$ cat src/sv/lzwd_pkg.sv
`timescale 1ns / 1ps
// Shared constants and controller/datapath interface types of the LZSS
// window decompressor. Depends on nothing.
package lzwd_pkg;

    localparam int WINDOW_SIZE = 4096;
    localparam int WIN_AW      = $clog2(WINDOW_SIZE);
    localparam int LEN_W       = 9;

    localparam logic [3:0]       LEN_EXT_CODE = 4'hf;
    localparam logic [LEN_W-1:0] LEN_BASE     = 9'd3;
    localparam logic [LEN_W-1:0] LEN_EXT_BASE = 9'd18;
    localparam logic [3:0]       FLAG_BITS    = 4'd8;

    // Commands from the controller to the datapath.
    typedef struct packed {
        logic clr;         // zero one window entry of the clearing pass
        logic load_in;     // capture the incoming word
        logic lit_emit;    // store the literal in the window and emit it
        logic set_pos_lo;  // low byte of the match position
        logic set_pos_hi;  // high nibble of the position and the length code
        logic set_len_ext; // length extension byte
        logic copy_rd;     // read the window at the match source
        logic copy_wr;     // write the read byte back and emit it
    } t_cmd;

    // Status from the datapath to the controller.
    typedef struct packed {
        logic [7:0] in_byte;
        logic       in_start;
        logic       len_one;   // the byte being copied is the last of the match
        logic       clr_last;  // the clearing pass is at its final entry
        logic       out_free;  // the output register can take a result now
    } t_sts;

endpackage

$ cat src/sv/lzwd_ctrl.sv
`timescale 1ns / 1ps
// Controller of the LZSS window decompressor: token parse state and sequencing.
// Depends on lzwd_pkg for the command and status types.
module lzwd_ctrl (
    input  logic          i_clk,
    input  logic          i_rst_n,
    input  logic          i_in_valid,
    output logic          o_in_stall,
    input  lzwd_pkg::t_sts i_sts,
    output lzwd_pkg::t_cmd o_cmd
);
    import lzwd_pkg::*;

    typedef enum logic [2:0] {
        ST_CLEAR,
        ST_IDLE,
        ST_DECODE,
        ST_READ,
        ST_WRITE
    } t_state;

    typedef enum logic [1:0] {
        PH_START,
        PH_POS_HI,
        PH_LEN_EXT
    } t_phase;

    t_state     r_state;
    t_phase     r_phase;
    logic [7:0] r_flag_shift;
    logic [3:0] r_flags_left;

    t_phase     w_phase;
    logic [3:0] w_flags_left;

    // A block start drops any partial token and expects a flag byte.
    assign w_phase      = i_sts.in_start ? PH_START : r_phase;
    assign w_flags_left = i_sts.in_start ? 4'd0 : r_flags_left;

    assign o_in_stall = (r_state != ST_IDLE);

    always_comb begin
        o_cmd = '0;
        unique case (r_state)
            ST_CLEAR: o_cmd.clr = 1'b1;
            ST_IDLE:  o_cmd.load_in = i_in_valid;
            ST_DECODE: begin
                unique case (w_phase)
                    PH_POS_HI:  o_cmd.set_pos_hi = 1'b1;
                    PH_LEN_EXT: o_cmd.set_len_ext = 1'b1;
                    default: begin
                        if (w_flags_left != 4'd0) begin
                            if (!r_flag_shift[0]) begin
                                o_cmd.lit_emit = i_sts.out_free;
                            end else begin
                                o_cmd.set_pos_lo = 1'b1;
                            end
                        end
                    end
                endcase
            end
            ST_READ:  o_cmd.copy_rd = 1'b1;
            ST_WRITE: o_cmd.copy_wr = i_sts.out_free;
            default:  o_cmd = '0;
        endcase
    end

    always_ff @(posedge i_clk) begin
        if (!i_rst_n) begin
            r_state      <= ST_CLEAR;
            r_phase      <= PH_START;
            r_flag_shift <= '0;
            r_flags_left <= '0;
        end else begin
            unique case (r_state)
                ST_CLEAR: begin
                    if (i_sts.clr_last) begin
                        r_state <= ST_IDLE;
                    end
                end
                ST_IDLE: begin
                    if (i_in_valid) begin
                        r_state <= ST_DECODE;
                    end
                end
                ST_DECODE: begin
                    unique case (w_phase)
                        PH_POS_HI: begin
                            if (i_sts.in_byte[7:4] == LEN_EXT_CODE) begin
                                r_phase <= PH_LEN_EXT;
                                r_state <= ST_IDLE;
                            end else begin
                                r_flag_shift <= {1'b0, r_flag_shift[7:1]};
                                r_flags_left <= r_flags_left - 4'd1;
                                r_phase      <= PH_START;
                                r_state      <= ST_READ;
                            end
                        end
                        PH_LEN_EXT: begin
                            r_flag_shift <= {1'b0, r_flag_shift[7:1]};
                            r_flags_left <= r_flags_left - 4'd1;
                            r_phase      <= PH_START;
                            r_state      <= ST_READ;
                        end
                        default: begin
                            r_phase <= PH_START;
                            if (w_flags_left == 4'd0) begin
                                r_flag_shift <= i_sts.in_byte;
                                r_flags_left <= FLAG_BITS;
                                r_state      <= ST_IDLE;
                            end else if (!r_flag_shift[0]) begin
                                if (i_sts.out_free) begin
                                    r_flag_shift <= {1'b0, r_flag_shift[7:1]};
                                    r_flags_left <= r_flags_left - 4'd1;
                                    r_state      <= ST_IDLE;
                                end
                            end else begin
                                r_phase <= PH_POS_HI;
                                r_state <= ST_IDLE;
                            end
                        end
                    endcase
                end
                ST_READ: r_state <= ST_WRITE;
                ST_WRITE: begin
                    if (i_sts.out_free) begin
                        r_state <= i_sts.len_one ? ST_IDLE : ST_READ;
                    end
                end
                default: r_state <= ST_IDLE;
            endcase
        end
    end

endmodule

$ cat config.mk
export PLATFORM = sky130hd
export DESIGN_NAME = lzwd_ctrl
export DESIGN_NICKNAME = d
export VERILOG_FILES = /design/src/sv/lzwd_pkg.sv /design/src/sv/lzwd_ctrl.sv
export SDC_FILE = /design/constraint.sdc
export NUM_CORES = 1
export LEC_CHECK = 0
export ABC_CLOCK_PERIOD_IN_PS = 5100
export BUFFER_PORTS_ARGS = -buffer_cell sky130_fd_sc_hd__buf_2
export CORE_ASPECT_RATIO = 1.25
export CORE_MARGIN = 5
export CORE_UTILIZATION = 50
export DETAILED_ROUTE_END_ITERATION = 16
export GPL_ROUTABILITY_DRIVEN = 0
export PLACE_DENSITY = 0.75
export SLEW_MARGIN = 25
export SYNTH_ARGS = -nofsm -noshare
export SYNTH_HDL_FRONTEND = slang
export SYNTH_SLANG_ARGS = --single-unit
$ cat constraint.sdc
create_clock -name i_clk -period 5.1 [get_ports i_clk]
set_input_delay 1.02 -clock i_clk [delete_from_list [all_inputs] [get_ports i_clk]]
set_output_delay 1.02 -clock i_clk [all_outputs]
set_load 0.005 [all_outputs]
; ---- Yosys cells after proc, flatten, opt, wreduce, memory -nomap -nowiden
; Cells that the tools add are included.
[op_classes]
n_eq_ne = 14
muxes = 37
reduce_logical = 8
n_addsub = 1
[ops]
columns = cell, n
row1 = $mux W8, 4
row2 = $mux W4, 6
row3 = $mux W3, 6
row4 = $pmux W8 S2, 1
row5 = $pmux W3 S5, 1
row6 = $mux W2, 6
row7 = $mux W1, 10
row8 = $ne A2 B2 Y1 const B, 4
row9 = $pmux W4 S2, 1
row10 = $reduce_and A4 Y1, 2
row11 = $reduce_bool A4 Y1, 2
row12 = $eq A3 B2 Y1 const B, 2
row13 = $ne A6 B6 Y1 const B, 1
row14 = $pmux W3 S2, 1
row15 = $eq A4 B4 Y1 const B, 1
row16 = $logic_not A4 Y1, 1
row17 = $ne A4 B1 Y1 const B, 1
row18 = $pmux W2 S2, 1
row19 = $sub A4 B1 Y4 const B, 1
row20 = $eq A3 B1 Y1 const B, 1
row21 = $eq A3 B3 Y1 const B, 1
row22 = $logic_not A3 Y1, 1
row23 = $ne A3 B1 Y1 const B, 1
row24 = $eq A2 B1 Y1 const B, 1
row25 = 3 further kinds, 3
[word_totals]
register_bits = 17
in_bits = 15
out_inout_bits = 9
word_cells = 65

; ---- Logic depth before layout (Yosys ltp)
; Gate-level depths: netlist of the first run.
[depth]
word_depth = 5
ltp_mapped = 8
mapped_depth_nobuf = 7

; ---- Least setup slack after synthesis of the first run
; No wires, ideal clock.
[synth_path]
kind = input -> output
startpoint = in i_sts[3] (netlist name)
endpoint = out o_cmd[5] (netlist name)
slack_ns = 1.858
n_path_buf = 1
t_required_ns = 4.080
arrival_ns = 2.222
cell_stages = 5
path_cell_list = clkbuf_1 nand2b_1 ha_1 nor3b_1 and4b_1
[synth_rtl]
columns = item, line
row1 = "start, declared", lzwd_ctrl.sv:9  ; input lzwd_pkg::t_sts i_sts,
row2 = "end, declared", lzwd_ctrl.sv:10  ; output lzwd_pkg::t_cmd o_cmd

==> flow_metrics.tcl, run 1 <==
set metrics [dict create \
    worst_ir_drop_vdd_v 0.000260 \
    max_cap_violations 0 \
    power.total_uw 427 \
    crit_path_end_kind "output port" \
    max_freq_mhz 287 \
    fin_util_pct 59.1 \
    synthToLayoutAreaGrowth_pct 12.5 \
    die_height_um 61.3 \
    dr_total_vias 1046 \
    yosys_warnings 0 \
    placed_cell_area_um2 1150 \
    avgSynthCellArea_um2 8.16 \
    footprint_of_the_multi_input_gates_um2 636 \
    share_of_final_layout_standard_cells_stronger_than_drive_strength_1_pct 21.6 \
    layout_worst_path_cycle_share_pct 68.4 \
    critPathBufInv 2 \
    grt_use_total_pct 17.7 \
    grt_pass1_vias 1045 \
    yosysMostFrequentCell "sky130_fd_sc_hd__dfxtp_1" \
    synth_enable_flop_cells 0 \
    routed_wire_length_per_instance_um 14.8 \
    tritoncts "built" \
    ys_seq_elements 17 \
    drc_errors 0 \
    postCtsHoldBufs 0 \
    share_comb_of_total_power_pct 37.3 \
    fp-row-count 18 \
    die_span_in_x_um 51.0 \
    min_path_cells 2 \
    leakage_nw 0.490 \
    detailedRoute.firstPassIterationCount 4 \
    min_path_type "reg2reg" \
    regArea_um2 340 \
    pre_cts_slack_ns 1.64 \
    start_util_pct 52.5 \
    antenna_violating_nets_left 0 \
    synth_area_leaders "sky130_fd_sc_hd__dfxtp_1, sky130_fd_sc_hd__a21oi_1, sky130_fd_sc_hd__a211oi_1" \
    asyncSetResetFlopFracSynth_pct 0 \
    final_critical_path_setup_slack_ns 1.61 \
    largest_net_degree_at_the_start_of_global_routing 15 \
    net-switching-power_uw 171 \
    fin_crit_ns 3.49 \
    power.share.switching_pct 40.0 \
    hp-start "r_phase[0]$_SDFFE_PN0P_" \
    yosys_most_used_dff "sky130_fd_sc_hd__dfxtp_1" \
    wire_length_of_the_first_global_routing_pass_um 4280 \
    synth_cell_types 43 \
    clock_tree.htree_level_count 1 \
    yosysTopAreaCell "sky130_fd_sc_hd__dfxtp_1" \
    synthesis.nets 147 \
    worstPathCellList "buf_2 -> nand2b_1 -> ha_1 -> nor3b_1 -> and4b_1 -> buf_2" \
    synthCells 129 \
    worst_slew_pin_slew_ns 0.963 \
    clockBufferDepth 2 \
    avgViaCountPerCell 6.23 \
    drt-initial-drc-count 41 \
    slew_headroom_pct 35.3 \
    mapped_cell_area_um2 1050 \
    yosysSeqAreaShare_pct 32.3 \
    seq_power_share_pct 44.0 \
    crit_family "simple AND/OR/NAND/NOR gates" \
    diode_count 0 \
    worst-endpoint-arrival_ns 2.47 \
    powerDensity_nw_per_um2 361 \
    detail_route.wirelength_um 2490 \
    ios 24 \
    max_stage_delay_ns 0.42 \
    post_cts.resized_instances 0 \
    dieArea_um2 3130 \
    place_hpwl_um 1870 \
    timing_worst_setup_path_type "in2out" \
    clock_sinks 17 \
    worst-r2r-cell-count 7 \
    clockRootBuffer "sky130_fd_sc_hd__clkbuf_4" \
    nFillCells 173 \
    nets_finish 167 \
    synth_top_cells_by_count "sky130_fd_sc_hd__dfxtp_1, sky130_fd_sc_hd__a21oi_1, sky130_fd_sc_hd__inv_1" \
    cellInternalPower_uw 256 \
    antenna_found_initial 0 \
    cts_setup_buffers 0 \
    placed_cell_count 164 \
    worst_path_most_repeated_cell "sky130_fd_sc_hd__buf_2" \
    r2r_start "r_phase[0]$_SDFFE_PN0P_" \
    clk_transition_reported_paths_ns 0.11 \
    synth_largest_type_area_fraction_pct 32.3 \
    crit_path_max_fanout 10 \
    placement.io_buffers 23 \
    grt_setup_unrepaired "no" \
    numCtsBuffers 3 \
    outcome "completed" \
    layout.cells.non_filler 168 \
    critical_path_required_ns 4.08 \
    setup_viol_count_final 0 \
    critical_path.slowest_cell "sky130_fd_sc_hd__ha_1" \
    holdPathEnd "r_phase[0]$_SDFFE_PN0P_" \
    hold_ws_ns 0.469 \
    report.final.slew_viol_count 0 \
    grt-ovfl-total 0 \
    r2r_setup_slack_ns 3.02 \
    timing.clock.skew_ns 0.00376 \
    std_cell_core_area_um2 2000 \
    pwr-share-clk_pct 18.7 \
    postLayoutCellArea_um2 1180 \
    worstSetupStartpointType "input port" \
    finalSetupTns_ns 0 \
    hold_viol 0 \
    clock_insertion_delay_worst_skew_ns 0.31 \
    r2r_end "r_state[0]$_SDFFE_PN0P_" \
]
state kept, by name, indices dropped and copies added (netlist names):
signal        flops
r_flag_shift      8
r_flags_left      4
r_phase           2
r_state           3
cells in the final DEF (no fill, tap or decap), drive strengths merged, types with 4 or more instances in the layout:
master  netlist  final
dfxtp        17     17
nor2          6      6
o21ai         6      6
a21oi        12     12
buf           5     23
nand2         8      8
inv          10     10
nand2b        4      4
a211oi        7      7
a22oi         7      7
worst min-delay path: cells and delay by family (launching register included):
kind               cells  cell delay, ns
and+or+nand+nor        1            0.05
DFF                    1            0.33
AOI/OAI and AO/OA      1            0.06
kinds of logic (layout without fill, tap and decap cells):
kind of cell / after synthesis / in the layout / synth area share (%)
buffers and inverters: 18 / 37 / 7.25
adders and majority gates: 3 / 3 / 3.57
AOI/OAI and AO/OA: 46 / 46 / 29.6
and+or+nand+nor: 42 / 42 / 24.4
muxes: 3 / 3 / 2.85
DFF: 17 / 17 / 32.3
area by class of cell:
class	count	share of cell area (%)
Clock buffer	3	1.90
Tap cell	20	2.11
Multi-Input combinational cell	94	53.7
Inverter	10	3.17
Clock inverter	1	0.634
Timing Repair Buffer	23	9.73
Sequential cell	17	28.8
layer usage:
layer  up-vias  track usage, %  routed length [µm]
met4         0            9.62                  64
met3         7            3.15                 128
li1        515               -                   -
met1       481            19.2                1090
met2        43            32.8                1210
met5         -               0                   0
power by group through the flow:
| stage | combinational, mW | clock, mW | sequential (mW) |
|---|---|---|---|
| 2_1_floorplan | 0.137 | 0 | 0.171 |
| 3_3_place_gp | 0.154 | 0 | 0.189 |
| 3_5_place_dp | 0.158 | 0 | 0.191 |
| 4_1_cts | 0.159 | 0.0804 | 0.187 |
| 5_1_grt | 0.179 | 0.0877 | 0.192 |
| 6_report | 0.159 | 0.0798 | 0.188 |
worst max-delay path by stage:
stage / cells after the start / end / start / slack [ns]
3_3_place_gp: 6 / o_cmd[5] / i_sts[3] / 1.70
6_report: 6 / o_cmd[5] / i_sts[3] / 1.61
4_1_cts: 6 / o_cmd[5] / i_sts[3] / 1.64
3_5_place_dp: 6 / o_cmd[5] / i_sts[3] / 1.64
5_1_grt: 7 / o_cmd[4] / i_sts[3] / 1.50
2_1_floorplan: 5 / o_cmd[5] / i_sts[3] / 1.86
No activity file was read; power rests on OpenSTA's default activity.
==> inputs of run 2 (changes only) <==
- ABC_CLOCK_PERIOD_IN_PS: 5100 -> 3000
- CORE_UTILIZATION: 50 -> 47
- PLACE_DENSITY: 0.75 -> 0.74
- clock period: 5.1 -> 3 ns (I/O delays scaled with it)
==> flow_metrics.tcl, run 2 (synthesis results as in run 1) <==
set metrics [dict create \
    numCtsBuffers 3 \
    antenna_found_initial 0 \
    finalSetupTns_ns 0 \
    crit_family "simple AND/OR/NAND/NOR gates" \
    report.final.slew_viol_count 0 \
    fin_crit_ns 2.60 \
    die_height_um 62.9 \
    cp_num_cells 6 \
    cts_setup_buffers 0 \
    detail_route.wirelength_um 2440 \
    worstSetupStartpointType "input port" \
    avgViaCountPerCell 5.72 \
    fp-row-count 19 \
    commonest_non_fill_non_tap_cell_in_the_layout "sky130_fd_sc_hd__buf_2" \
    worst_slew_pin_slew_ns 0.622 \
    min_path_type "reg2reg" \
    antenna_violating_nets_left 0 \
    share_of_final_layout_standard_cells_stronger_than_drive_strength_1_pct 21.5 \
    powerDensity_nw_per_um2 596 \
    grt_setup_unrepaired "no" \
    post_cts.resized_instances 0 \
    worst_ir_drop_vdd_v 0.000417 \
    hp-start "r_phase[0]$_SDFFE_PN0P_" \
    grt_use_total_pct 16.4 \
    clock_tree.htree_level_count 1 \
    worst-endpoint-arrival_ns 2.00 \
    timing.critical_path.from "i_sts[3]" \
    max_cap_violations 0 \
    min_path_cells 2 \
    power.total_uw 715 \
    worst-r2r-cell-count 7 \
    die_span_in_x_um 52.3 \
    clockRootBuffer "sky130_fd_sc_hd__clkbuf_4" \
    worstPathCellList "buf_2 -> nand2b_1 -> ha_1 -> nor3b_1 -> and4b_1 -> buf_2" \
    pwr-share-clk_pct 17.7 \
    place_hpwl_um 1860 \
    timing_worst_setup_path_type "in2out" \
    drc_errors 0 \
    final_cell_mix "sky130_fd_sc_hd__buf_2, sky130_fd_sc_hd__dfxtp_1, sky130_fd_sc_hd__a21oi_1" \
    power.share.switching_pct 38.8 \
    outcome "completed" \
    dieArea_um2 3290 \
    cellInternalPower_uw 438 \
    crit_path_end_kind "output port" \
    holdPathEnd "r_phase[0]$_SDFFE_PN0P_" \
    share_comb_of_total_power_pct 37.7 \
    leakage_nw 0.496 \
    synthToLayoutAreaGrowth_pct 14.1 \
    slew_headroom_pct 58.2 \
    hold_viol 0 \
    clock_sinks 17 \
    tritoncts "built" \
    dr_total_vias 1029 \
    grt-ovfl-total 0 \
    seq_power_share_pct 44.6 \
    crit_path_max_fanout 10 \
    r2r_setup_slack_ns 0.91 \
    critPathBufInv 2 \
    setup_viol_count_final 0 \
    clock_insertion_delay_worst_skew_ns 0.30 \
    r2r_end "r_state[0]$_SDFFE_PN0P_" \
    placement.io_buffers 23 \
    clockBufferDepth 2 \
    top_register "r_flag_shift" \
    largest_net_degree_at_the_start_of_global_routing 15 \
    diode_count 0 \
    net-switching-power_uw 277 \
    pre_cts_slack_ns 0.417 \
    wire_length_of_the_first_global_routing_pass_um 4160 \
    max_freq_mhz 385 \
    start_util_pct 48.6 \
    largest_register_ffs 8 \
    critical_path_required_ns 2.40 \
    r2r_start "r_phase[0]$_SDFFE_PN0P_" \
    max_stage_delay_ns 0.39 \
    grt_pass1_vias 1031 \
    nets_finish 168 \
    detailedRoute.firstPassIterationCount 4 \
    critical_path.slowest_cell "sky130_fd_sc_hd__ha_1" \
    ios 24 \
    routed_wire_length_per_instance_um 13.6 \
    std_cell_core_area_um2 2160 \
    postCtsHoldBufs 0 \
    final_critical_path_setup_slack_ns 0.400 \
    timing.clock.skew_ns 0.0151 \
    drt-initial-drc-count 25 \
    layout_worst_path_cycle_share_pct 86.7 \
    clk_transition_reported_paths_ns 0.09 \
    largestRegisters "r_flag_shift x8, r_flags_left x4, r_state x3" \
    worst_path_most_repeated_cell "sky130_fd_sc_hd__buf_2" \
]
## run 2: cell types whose count changed in the layout (fill, tap and decap cells not counted), sizes merged
cell | before | now
clkinvlp | 1 | 0
clkbuf | 3 | 4
buf | 23 | 24
## run 2: final cells by class
class | instances | area (µm²)
inverters | 10 | 37.5
fillers | 213 | 962
multi-input cells | 94 | 636
clock buffers | 4 | 26.3
flip-flops and latches | 17 | 340
repair buffers | 24 | 123
well taps | 31 | 38.8
## run 2: layer usage
layer	GRT usage (%)	vias to the layer above	part of all wire, %
met2	27.5	16	51
met5	0	-	0
met3	3.34	5	2.6
met4	8.31	0	2.1
met1	19.1	484	44
li1	-	524	-
## run 2: power groups by stage
stage / logic, mW / registers (mW) / clock network, mW
final: 0.270 / 0.319 / 0.127
after global routing: 0.302 / 0.325 / 0.142
after CTS: 0.271 / 0.317 / 0.127
after detailed placement: 0.270 / 0.323 / 0
after global placement: 0.263 / 0.321 / 0
after floorplan: 0.233 / 0.291 / 0
## run 2: stage by stage
step | util, % | hold WS (ns) | instance area (µm²) | cells
2_1_floorplan | - | 0.432 | 1050 | 129
6_report | 55.5 | 0.452 | 1200 | 180
5_1_grt | 55.5 | 0.474 | 1200 | 180
4_1_cts | 55.5 | 0.455 | 1200 | 180
3_5_place_dp | 54.3 | 0.442 | 1170 | 176
3_3_place_gp | 54.3 | 0.450 | 1170 | 176
## run 2: worst max-delay path by stage
stage / endpoint / slack, ns
after floorplan: r_state[0]$_SDFFE_PN0P_ / 0.56
after global placement: o_cmd[5] / 0.48
after detailed placement: o_cmd[5] / 0.42
after CTS: o_cmd[5] / 0.41
after global routing: o_cmd[4] / 0.27
final: o_cmd[5] / 0.40
## run 2: worst reg2reg max path, stage by stage, from the launching register on
cell,delay (ns)
sky130_fd_sc_hd__dfxtp_1,0.33
sky130_fd_sc_hd__nor2b_1,0.18
sky130_fd_sc_hd__inv_1,0.06
sky130_fd_sc_hd__ha_1,0.21
sky130_fd_sc_hd__or4_1,0.51
sky130_fd_sc_hd__or4_4,0.46
sky130_fd_sc_hd__o21ai_2,0.08
sky130_fd_sc_hd__mux2i_1,0.20
==> inputs of run 3 (changes only) <==
- BUFFER_PORTS_ARGS: -buffer_cell sky130_fd_sc_hd__buf_2 -> -buffer_cell sky130_fd_sc_hd__clkbuf_2
- CAP_MARGIN: not set -> 0
==> flow_metrics.tcl, run 3 (synthesis results as in run 1) <==
set metrics [dict create \
    outcome "completed" \
    fin_crit_ns 2.67 \
    share_of_final_layout_standard_cells_stronger_than_drive_strength_1_pct 21.5 \
    worst_slew_pin_slew_ns 0.611 \
    worstSetupStartpointType "input port" \
    tritoncts "built" \
    setup_viol_count_final 0 \
    hold_ws_ns 0.467 \
    leakage_nw 0.494 \
    dr_total_vias 1038 \
    nets_finish 168 \
    max_cap_violations 0 \
    place_hpwl_um 1840 \
    die_span_in_x_um 52.3 \
    worst_ir_drop_vdd_v 0.000389 \
    crit_path_end_kind "output port" \
    max_freq_mhz 374 \
    critPathBufInv 2 \
    largest_register_ffs 8 \
    clock_sinks 17 \
    avgViaCountPerCell 5.77 \
    top_register "r_flag_shift" \
    timing.clock.skew_ns 0.00463 \
    min_path_type "reg2reg" \
    drc_errors 0 \
    slew_headroom_pct 58.9 \
    placement.io_buffers 23 \
    placed_cell_count 176 \
    critical_path_required_ns 2.40 \
    cts_setup_buffers 0 \
    layout.cells.non_filler 180 \
    die_height_um 62.9 \
    grt_use_total_pct 15.9 \
    clk_transition_reported_paths_ns 0.10 \
    report.final.slew_viol_count 0 \
    grt_setup_unrepaired "no" \
    worst_path_most_repeated_cell "sky130_fd_sc_hd__clkbuf_2" \
    hold_viol 0 \
    layout_worst_path_cycle_share_pct 89.0 \
    worstPathCellList "clkbuf_2 -> nand2b_1 -> ha_1 -> nor3b_1 -> and4b_1 -> clkbuf_2" \
    clockRootBuffer "sky130_fd_sc_hd__clkbuf_4" \
    grt-ovfl-total 0 \
    postCtsHoldBufs 0 \
    diode_count 0 \
    grt_pass1_vias 956 \
    fin_util_pct 55.5 \
    clock_insertion_delay_worst_skew_ns 0.30 \
    routed_wire_length_per_instance_um 13.1 \
    wire_length_of_the_first_global_routing_pass_um 4050 \
    worst-endpoint-arrival_ns 2.07 \
    critical_path.slowest_cell "sky130_fd_sc_hd__ha_1" \
    clock_tree.htree_level_count 1 \
    commonest_non_fill_non_tap_cell_in_the_layout "sky130_fd_sc_hd__clkbuf_2" \
    antenna_found_initial 0 \
    finalSetupTns_ns 0 \
    clockBufferDepth 2 \
    crit_family "simple AND/OR/NAND/NOR gates" \
    synthToLayoutAreaGrowth_pct 14.1 \
    ios 24 \
    timing_worst_setup_path_type "in2out" \
    largest_net_degree_at_the_start_of_global_routing 15 \
    numCtsBuffers 3 \
    powerDensity_nw_per_um2 594 \
    final_cell_mix "sky130_fd_sc_hd__clkbuf_2, sky130_fd_sc_hd__dfxtp_1, sky130_fd_sc_hd__a21oi_1" \
    fp-row-count 19 \
    std_cell_core_area_um2 2160 \
    antenna_violating_nets_left 0 \
    max_stage_delay_ns 0.40 \
    crit_path_max_fanout 10 \
    detailedRoute.firstPassIterationCount 4 \
    drt-initial-drc-count 23 \
    post_cts.resized_instances 0 \
    start_util_pct 48.6 \
    detail_route.wirelength_um 2360 \
    largestRegisters "r_flag_shift x8, r_flags_left x4, r_state x3" \
    dieArea_um2 3290 \
]
## run 3: worst min-delay path: cells and delay by family, from the launching register on
family             cells  cell delay (ns)
DFF                    1             0.32
AOI/OAI and AO/OA      1             0.06
and+or+nand+nor        1             0.05
## run 3: cell type report
type | count | area [µm²]
flip-flops and latches | 17 | 340
repair buffers | 24 | 123
clock buffers | 4 | 26.3
inverters | 10 | 37.5
fillers | 218 | 962
multi-input cells | 94 | 636
well taps | 31 | 38.8
## run 3: power by group
group	leakage [nW]	total, mW	switching, mW	internal, mW
combinational	0.341	0.269	0.149	0.120
sequential	0.138	0.318	0.0520	0.266
clock	0.0150	0.126	0.0747	0.0518
## run 3: per-layer routing
metal / up-vias / track usage [%] / wire length [µm]
met5: - / 0 / 0
met4: 0 / 8.95 / 49
met3: 5 / 3.82 / 110
met1: 491 / 18.9 / 1030
li1: 518 / - / -
met2: 24 / 25.5 / 1170
## run 3: worst paths after layout
kind / start / end / slack, ns / cells after the start
worst max-delay path: i_sts[3] / o_cmd[5] / 0.33 / 6
worst min-delay path: r_phase[0]$_SDFFE_PN0P_ / r_phase[0]$_SDFFE_PN0P_ / 0.47 / 2
worst max register to register: r_phase[0]$_SDFFE_PN0P_ / r_state[0]$_SDFFE_PN0P_ / 0.90 / 7
worst min register to register: r_phase[0]$_SDFFE_PN0P_ / r_phase[0]$_SDFFE_PN0P_ / 0.47 / 2
## run 3: stage by stage
| step | total power, mW | cell area, µm² | setup WS, ns |
|---|---|---|---|
| floorplan | 0.524 | 1050 | 0.560 |
| global placement | 0.584 | 1170 | 0.455 |
| detailed placement | 0.594 | 1170 | 0.347 |
| CTS | 0.717 | 1200 | 0.342 |
| global route | 0.767 | 1200 | 0.215 |
| finish | 0.714 | 1200 | 0.329 |
